File: src/rtl/sacr_ram.sv
module sacr_ram #(
  parameter int Width = 16,
  parameter int Depth = 64
) (
  input  logic                     clk,
  input  logic                     we,
  input  logic [$clog2(Depth)-1:0] waddr,
  input  logic [Width-1:0]         wdata,
  input  logic [$clog2(Depth)-1:0] raddr,
  output logic [Width-1:0]         rdata
);
  logic [Width-1:0] mem [Depth];

  // one write port, registered read port
  always_ff @(posedge clk) begin
    if (we) begin
      mem[waddr] <= wdata;
    end
    rdata <= mem[raddr];
  end
endmodule

File: config.mk
export PLATFORM = sky130hd
export DESIGN_NAME = sacr_ram
export DESIGN_NICKNAME = d
export VERILOG_FILES = /design/src/rtl/sacr_ram.sv
export SDC_FILE = /design/constraint.sdc
export NUM_CORES = 1
export LEC_CHECK = 0
export BUFFER_PORTS_ARGS = -buffer_cell sky130_fd_sc_hd__clkbuf_2
export CAP_MARGIN = 10
export CORE_ASPECT_RATIO = 2
export CORE_UTILIZATION = 35
export DETAILED_ROUTE_END_ITERATION = 6
export HOLD_SLACK_MARGIN = 0.1
export SLEW_MARGIN = 20
export SYNTH_ARGS = -nofsm -noshare
export SYNTH_HDL_FRONTEND = slang
export SYNTH_SLANG_ARGS = --single-unit
File: constraint.sdc
create_clock -name clk -period 3.64 [get_ports clk]
set_input_delay 0.728 -clock clk [delete_from_list [all_inputs] [get_ports clk]]
set_output_delay 0.728 -clock clk [all_outputs]
set_load 0.02 [all_outputs]
==> impl_results.md <==
* Drt total wl at 103 mm
* Detailed placement HPWL at 68.7 mm
* Max-slew violations at 0
* Synth unique cells at 43
* Post-synth top cells: edfxtp_1, mux4_2, mux2i_1
* Syn_nets at about 1.9k
* Most frequent cell after synthesis: edfxtp_1
* Worst EP required at 4.20 ns
* Worst hold slack at 0.640 ns
* Die area at roughly 120,000 um2
* # Max-Cap Violations at 0
* DRT iter0 DRCs at 1,588
* Post-CTS sizing at 0
* Crit end category: flip-flop
* Synth warn at 0
* Layout Utilization at between 30% and 40%
* Die height at approximately 480 um
* Share of layout cells above drive strength 1 at between 20% and 30%
* Total GRT Usage at a little under a fifth
* Setup Viol. Count Final at 0
* Pwr Density at 518 nW/um2
* Worst Path Class, Setup: in -> reg
* Routed WL per cell at 28.6 um
* Vias at around 19k
* Die X at 241 um
* Sequential share of power at 56.5%
* Worst slew margin at 25.4%
* Post-route setup TNS at 0 ns
* H-tree levels at 3
* Row count at 175
* Top_reg_cell synth: edfxtp_1
* TritonCTS clock tree: built
* Mapped Cells at 1,829
* Fin nets at 2,047
* Synth top area cells: edfxtp_1, mux4_2, mux2i_1, dfxtp_1, mux2_2
* Initial antenna violation count at 4
* Largest net degree at the start of global routing at 52
* Synthesized area at 40,000 um2
* Fmax achieved at 0.369 GHz
* Core Box Area at approximately 110,000 um2
* Min-delay worst type: in -> reg
* Synth Register Bits at 1,040
* First-pass GRT wire length at 146 mm
* Clk_lat worst skew at 0.66 ns
* Final Skew at 0.0251 ns
* RSZ-0062 raised after global routing: false
* CTS root buffer: clkbuf_16
* Fraction of registers with async set/reset at 0%
* # IOs at 46
* Port-buffer cells at 45
* Syn Area/Cell at 21.9 um2
* Clk buf depth at 3
* Pleak at 0.0143 uW
* Tcrit/Tclk final at 74.5%
* Pint at 18,500 uW
* Setup Buffers After CTS at 0
* Area leader, netlist: edfxtp_1
* Starting Density at 35.2%
* Net Sw Power at 5070 uW
* Least-Margin Pin Slew at ~1.1 ns
* Post-synth EDFFs at around 1k
* Vias in the first global route at 20.1k
* DR pass1 iterations at 7
* Fin crit period at 2.71 ns
* Synthesis-to-finish area growth at 13.4%
* Hold Fails Final Rpt at 0
* Sequential share of the synthesized area at between 70% and 80%
* GPL Wtd Cong at 0.889
* Clock-pin slew of the registers on the worst-case setup and hold paths at 0.07 ns
* GRT Residual Overflow at 0
* CTS buffer count at 81
* CP Data Arrival Time at ~3.3 ns
* Sw Share at 21.6%
* Crit path max fanout at a little over 50
* Clock sinks at 1,040
* Hold_buf cts at 0
* Synth top area share at around three quarters
* Combinational Power Share at 5.6%
* DR vias/cell at 5.33
* DRT antenna net count at 0
* Outcome: completed
* Worst VDD drop at between 300 and 400 uV
* CP Launch Type: primary input
* Drc violations at 0
* Clock Power Share at 37.9%
-- logic make-up (layout without fill, tap and decap cells) --
kind of cell,Yosys count,after routing,share of synthesized area [%]
AOI/OAI and AO/OA,129,129,2.41
buffers and inverters,104,357,1.83
DFF,1040,1040,77.6
muxes,336,336,15.5
other,0,6,0
and+or+nand+nor,220,220,2.65
-- layout make-up --
cell class	count	area (um2)
Fill cell	9917	68200
Sequential cell	1040	31100
Multi-Input combinational cell	685	8250
Timing Repair Buffer	209	1580
Clock inverter	53	502
Tap cell	1504	1880
Antenna cell	6	15.0
Clock buffer	95	2120
-- stage by stage --
| step | instance area, um2 | std cells | worst slack (ns) | power, uW |
|---|---|---|---|---|
| 6_report | 45400 | 3592 | 0.927 | 23500 |
| 5_1_grt | 45400 | 3587 | 0.951 | 24100 |
| 4_1_cts | 45400 | 3586 | 0.997 | 23700 |
| 3_5_place_dp | 42800 | 3438 | 0.297 | 14900 |
| 3_3_place_gp | 42800 | 3438 | 0.243 | 14900 |
| 2_1_floorplan | 40000 | 1829 | 0.877 | 14200 |
-- per-layer routing --
layer	global-route usage [%]	wire length [um]
met4	10.7	6350
met2	33.5	57100
met3	2.34	4520
met1	19.0	34700
met5	0	9
-- path summary, 6_finish.rpt --
path | startpoint | to | slack, ns | cells past startpoint
worst max-delay path | raddr[2] | rdata[1]$_DFF_P_ | 0.93 | 8
worst max register to register | mem[16][13]$_DFFE_PP_ | rdata[13]$_DFF_P_ | 1.42 | 5
worst min-delay path | wdata[7] | mem[36][7]$_DFFE_PP_ | 0.64 | 1
worst min register to register | mem[36][3]$_DFFE_PP_ | rdata[3]$_DFF_P_ | 0.88 | 3
-- state kept, by name, indices dropped and copies added, names as in the netlist --
register  cells
mem        1024
rdata        16
-- power groups by stage --
stage	logic (uW)	registers, uW	clock network, uW
after floorplan	686	13600	0
after global placement	1320	13600	0
after detailed placement	1340	13600	0
after CTS	1340	13300	9090
after global routing	1390	13300	9460
final	1320	13300	8920
-- placed cells by master (no fill, tap or decap), types with 13 or more instances in the layout --
master        n
a21oi_1      17
a221oi_1     16
a22oi_1      39
buf_4       157
clkbuf_16    83
clkbuf_2     36
clkinv_2     13
dfxtp_1      16
edfxtp_1   1024
mux2_2       27
mux2i_1      85
mux4_2      220
nand2_1      59
nand3_1      24
nor2_1       72
nor2b_1      29
-- critical path, stage by stage --
cell and delay, ns:
clkbuf_8 0.42, buf_12 0.28, buf_4 0.27, mux4_2 0.22, mux2i_1 0.09, a22oi_1 0.62
a31oi_1 0.22, a311oi_1 0.28
(Power assumes the default switching activity.)
