**src/rtl/sacr_mac.sv**
```systemverilog
// one sample step: sat(a + sat(floor(d*g >> frac))), registered
module sacr_mac #(
  parameter int SampleWidth = 16,
  parameter int GainFracBits = 15
) (
  input  logic                          clk,
  input  logic signed [SampleWidth-1:0] d,
  input  logic signed [15:0]            g,
  input  logic signed [SampleWidth-1:0] a,
  output logic signed [SampleWidth-1:0] y
);
  localparam int ProdWidth = SampleWidth + 16;
  localparam int SumWidth = ProdWidth + 1;

  logic signed [ProdWidth-1:0] prod;
  logic signed [ProdWidth-1:0] shifted;
  logic signed [SumWidth-1:0]  sum;
  logic signed [SumWidth-1:0]  smax;
  logic signed [SumWidth-1:0]  smin;

  // arithmetic shift floors; saturating add of product and offset
  always_comb begin
    prod    = ProdWidth'(d) * ProdWidth'(g);
    shifted = prod >>> GainFracBits;
    smax    = SumWidth'({1'b0, {(SampleWidth-1){1'b1}}});
    smin    = -smax - SumWidth'(1);
    if (shifted > ProdWidth'(smax)) begin
      sum = smax + SumWidth'(a);
    end else if (shifted < ProdWidth'(smin)) begin
      sum = smin + SumWidth'(a);
    end else begin
      sum = SumWidth'(shifted) + SumWidth'(a);
    end
  end

  always_ff @(posedge clk) begin
    if (sum > smax) begin
      y <= smax[SampleWidth-1:0];
    end else if (sum < smin) begin
      y <= smin[SampleWidth-1:0];
    end else begin
      y <= sum[SampleWidth-1:0];
    end
  end
endmodule

```
**config.mk**
```make
export PLATFORM = sky130hd
export DESIGN_NAME = sacr_mac
export DESIGN_NICKNAME = d
export VERILOG_FILES = /design/src/rtl/sacr_mac.sv
export SDC_FILE = /design/constraint.sdc
export NUM_CORES = 1
export LEC_CHECK = 0
export BUFFER_PORTS_ARGS = -buffer_cell sky130_fd_sc_hd__buf_2
export CORE_MARGIN = 1.5
export CORE_UTILIZATION = 41
export DETAILED_ROUTE_END_ITERATION = 8
export SLEW_MARGIN = 20
export SYNTH_ARGS = -nofsm -noshare
export SYNTH_HDL_FRONTEND = slang
export SYNTH_SLANG_ARGS = --single-unit
```
**constraint.sdc**
```tcl
create_clock -name clk -period 24.1 [get_ports clk]
set_input_delay 3.615 -clock clk [delete_from_list [all_inputs] [get_ports clk]]
set_output_delay 3.615 -clock clk [all_outputs]
set_load 0.005 [all_outputs]
```
==> out/metrics.csv <==
stage;metric;value;unit
outcome;status;finished clean;
sta;fin_crit_sh;55.3;%
grt;grt-busiest-layer;met2;
synth;async_flop_share;0;%
synth;synth_area_leaders;fa_1, ha_1, inv_1;
run;maxCapViolCount;0;
routing;drt-initial-drc-count;451;
layout;largest_reg_flops;16;
clock_tree;clkTransAtPathRegs;0.05;ns
routing;vias;9053;
sta;grt_setup_unrepaired;false;
layout;fillCellCount;2818;
floorplan;coreArea;28000;um2
clock_tree;cts_setup_buffers;0;
synth;syn_inst;1365;
worst_setup_path;cp_max_fo;20;
worst_setup_path;cp_slowest_cell;fa_1;
routing;wl_per_cell;14.9;um
routing;via_per_inst;5.11;
placed_design;io_buffers;64;
worst_setup_path;cp-endpoint;y[2];
sta;fin_setup_tns;0;ns
synth;yosysTopAreaCellShare;44.5;%
synth;avgSynthCellArea;8.64;um2
grt;antenna_found_initial;0;
sta;setup_viol;0;
clock_tree;clock-root-buffer;clkbuf_16;
grt;track_usage;18.6;%
layout;antenna_cells;0;
worst_setup_path;max_stage_delay;0.94;ns
placed_design;gp_congestion;0.840;
sta;slew_viol_final;0;
worst_setup_path;crit_path_start;d[15];
sta;period_minus_slack;13.32;ns
grt;grt_use_met3;0.704;%
synth;syn_area;11800;um2
synth;synth-edff-count;0;
synth;synth-main-ff-cell;dfxtp_1;
worst_setup_path;critPathLaunchType;primary input;
sta;tightest_slew;0.849;ns
synth;syn_nets;1775;
clock_tree;postCtsHoldBufs;0;
floorplan;dieArea;29800;um2
clock_tree;cts_tree;built;
synth;synth-seq-area-share;2.72;%
grt;grt_pass1_vias;9497;
synth;yosysTopAreaCell;fa_1;
hold_path;hold_class;in -> reg;
clock_tree;clk_path_buf_depth;2;
routing;drc;0;
floorplan;die_width;173;um
worst_setup_path;endpoint_kind;register;
synth;synth_warnings;0;
layout;drive_gt1_share;6.11;%
floorplan;fp.dieH;173;um
layout;top_register;y;
grt;grt_first_pass_wirelength;46000;um
sta;slew_headroom;43.4;%
synth;synth_cell_types;69;
clock_tree;cts.repair.resized;0;
layout;final_nets;1803;
routing;drt-total-wl;26400;um
floorplan;std_cell_rows;61;
grt;use_met1;23.8;%
sta;clock.fmax;75.1;MHz
layout;reg_top3;y: 16 flops;
layout;syn_to_final_growth;6.16;%
clock_tree;htreeDepth;1;
placed_design;place_hpwl;23200;um
grt;grt-ovfl-total;0;
worst_setup_path;crit_type;in -> reg;
grt;use_met2;35.1;%
floorplan;io_pins;65;
routing;dr.pass1.iters;5;
worst_setup_path;cp_data_required_time;24.23;ns
clock_tree;cts_buffers;3;
grt;grt_start_max_net_pins;33;
routing;ant_nets;0;
worst_setup_path;arrival;13.45;ns
floorplan;start_util;42.1;%
synth;ys_ff_latch;16;
clock_tree;cts.sinks;16;
sta;finalHoldViolCount;0;
==> Yosys cell counts, drive strengths merged, types with 2 or more instances <==
cell type and count:
a21o 5, a221oi 2, a41oi 2, and2 126
o22a 2, nor2b 7, o22ai 4, ha 99
nand3b 2, o31ai 2, nand4 7, nand4b 2
o21bai 2, buf 9, nor2 53, o221ai 3
a21oi 40, o32ai 3, nand2b 12, or4 3
nor3 20, nor3b 3, dfxtp 16, o21ai 32
a31o 2, clkbuf 34, or2 4, o21a 9
or3 2, nand3 19, a31oi 4, nand2 156
inv 320, o211ai 4, mux2i 15, fa 262
xor2 11, xnor2 26, a2111oi 3, a211o 3
a211oi 7, and3 6, o221a 2, nor4 4
==> per-layer routing <==
metal	share of wire [%]	vias to the layer above
met1	41	4682
met3	2.0	24
met4	1.5	0
li1	-	4228
met2	55	119
met5	0	-
==> layout make-up <==
cell class	count	area (um2)	area share (%)
clock buffer	4	88.8	0.709
inverter	320	1200	9.59
multi-input combinational	986	10100	80.7
sequential	16	320	2.56
tap	378	473	3.78
timing repair buffer	66	335	2.68
==> cells in the final DEF, fill, tap and decap left out, types with 12 or more instances in the layout <==
cell type	instances
and2_1	126
nor2_1	53
nand2_1	156
xnor2_1	24
o21ai_0	31
dfxtp_1	16
a21oi_1	40
nor3_1	20
fa_1	262
nand3_1	19
buf_2	64
mux2i_1	15
ha_1	99
nand2b_1	12
inv_1	319
==> cell families (layout without fill, tap and decap cells) <==
kind of cell | Yosys count | after routing | share of synthesized area, %
compound gates | 144 | 144 | 8.44
mux | 15 | 15 | 1.27
xor+xnor | 37 | 37 | 2.81
simple gates | 429 | 429 | 18.1
fa+ha+maj | 361 | 361 | 55.0
buf+inv | 363 | 390 | 11.7
flops | 16 | 16 | 2.72
==> metrics by stage <==
step | worst slack, ns | utilization, % | area (um2) | hold WS (ns) | std cells
floorplan | 12.07 | - | 11800 | 3.80 | 1365
global placement | 10.74 | 44.4 | 12400 | 3.99 | 1766
detailed placement | 10.53 | 44.4 | 12400 | 3.99 | 1766
CTS | 10.75 | 44.7 | 12500 | 3.81 | 1770
global route | 10.12 | 44.7 | 12500 | 3.83 | 1770
finish | 10.78 | 44.7 | 12500 | 3.81 | 1770
==> worst min-delay path by stage <==
| stage | from | end | slack [ns] | depth (start not counted) |
|---|---|---|---|---|
| 5_1_grt | a[5] | y[5] | 3.83 | 3 |
| 6_report | a[5] | y[5] | 3.81 | 3 |
| 4_1_cts | a[5] | y[5] | 3.81 | 3 |
| 2_1_floorplan | a[6] | y[6] | 3.80 | 2 |
| 3_3_place_gp | y[15] | y[15] | 3.99 | 1 |
| 3_5_place_dp | y[6] | y[6] | 3.99 | 1 |
==> critical path, delay by kind of cell <==
kind	cells	cell delay [ns]
compound gates	7	2.35
fa+ha+maj	8	4.45
simple gates	7	1.81
buf+inv	7	1.20
Power is not shown: default switching activity piles up to over one toggle a cycle in this logic, so the estimate is an artifact.
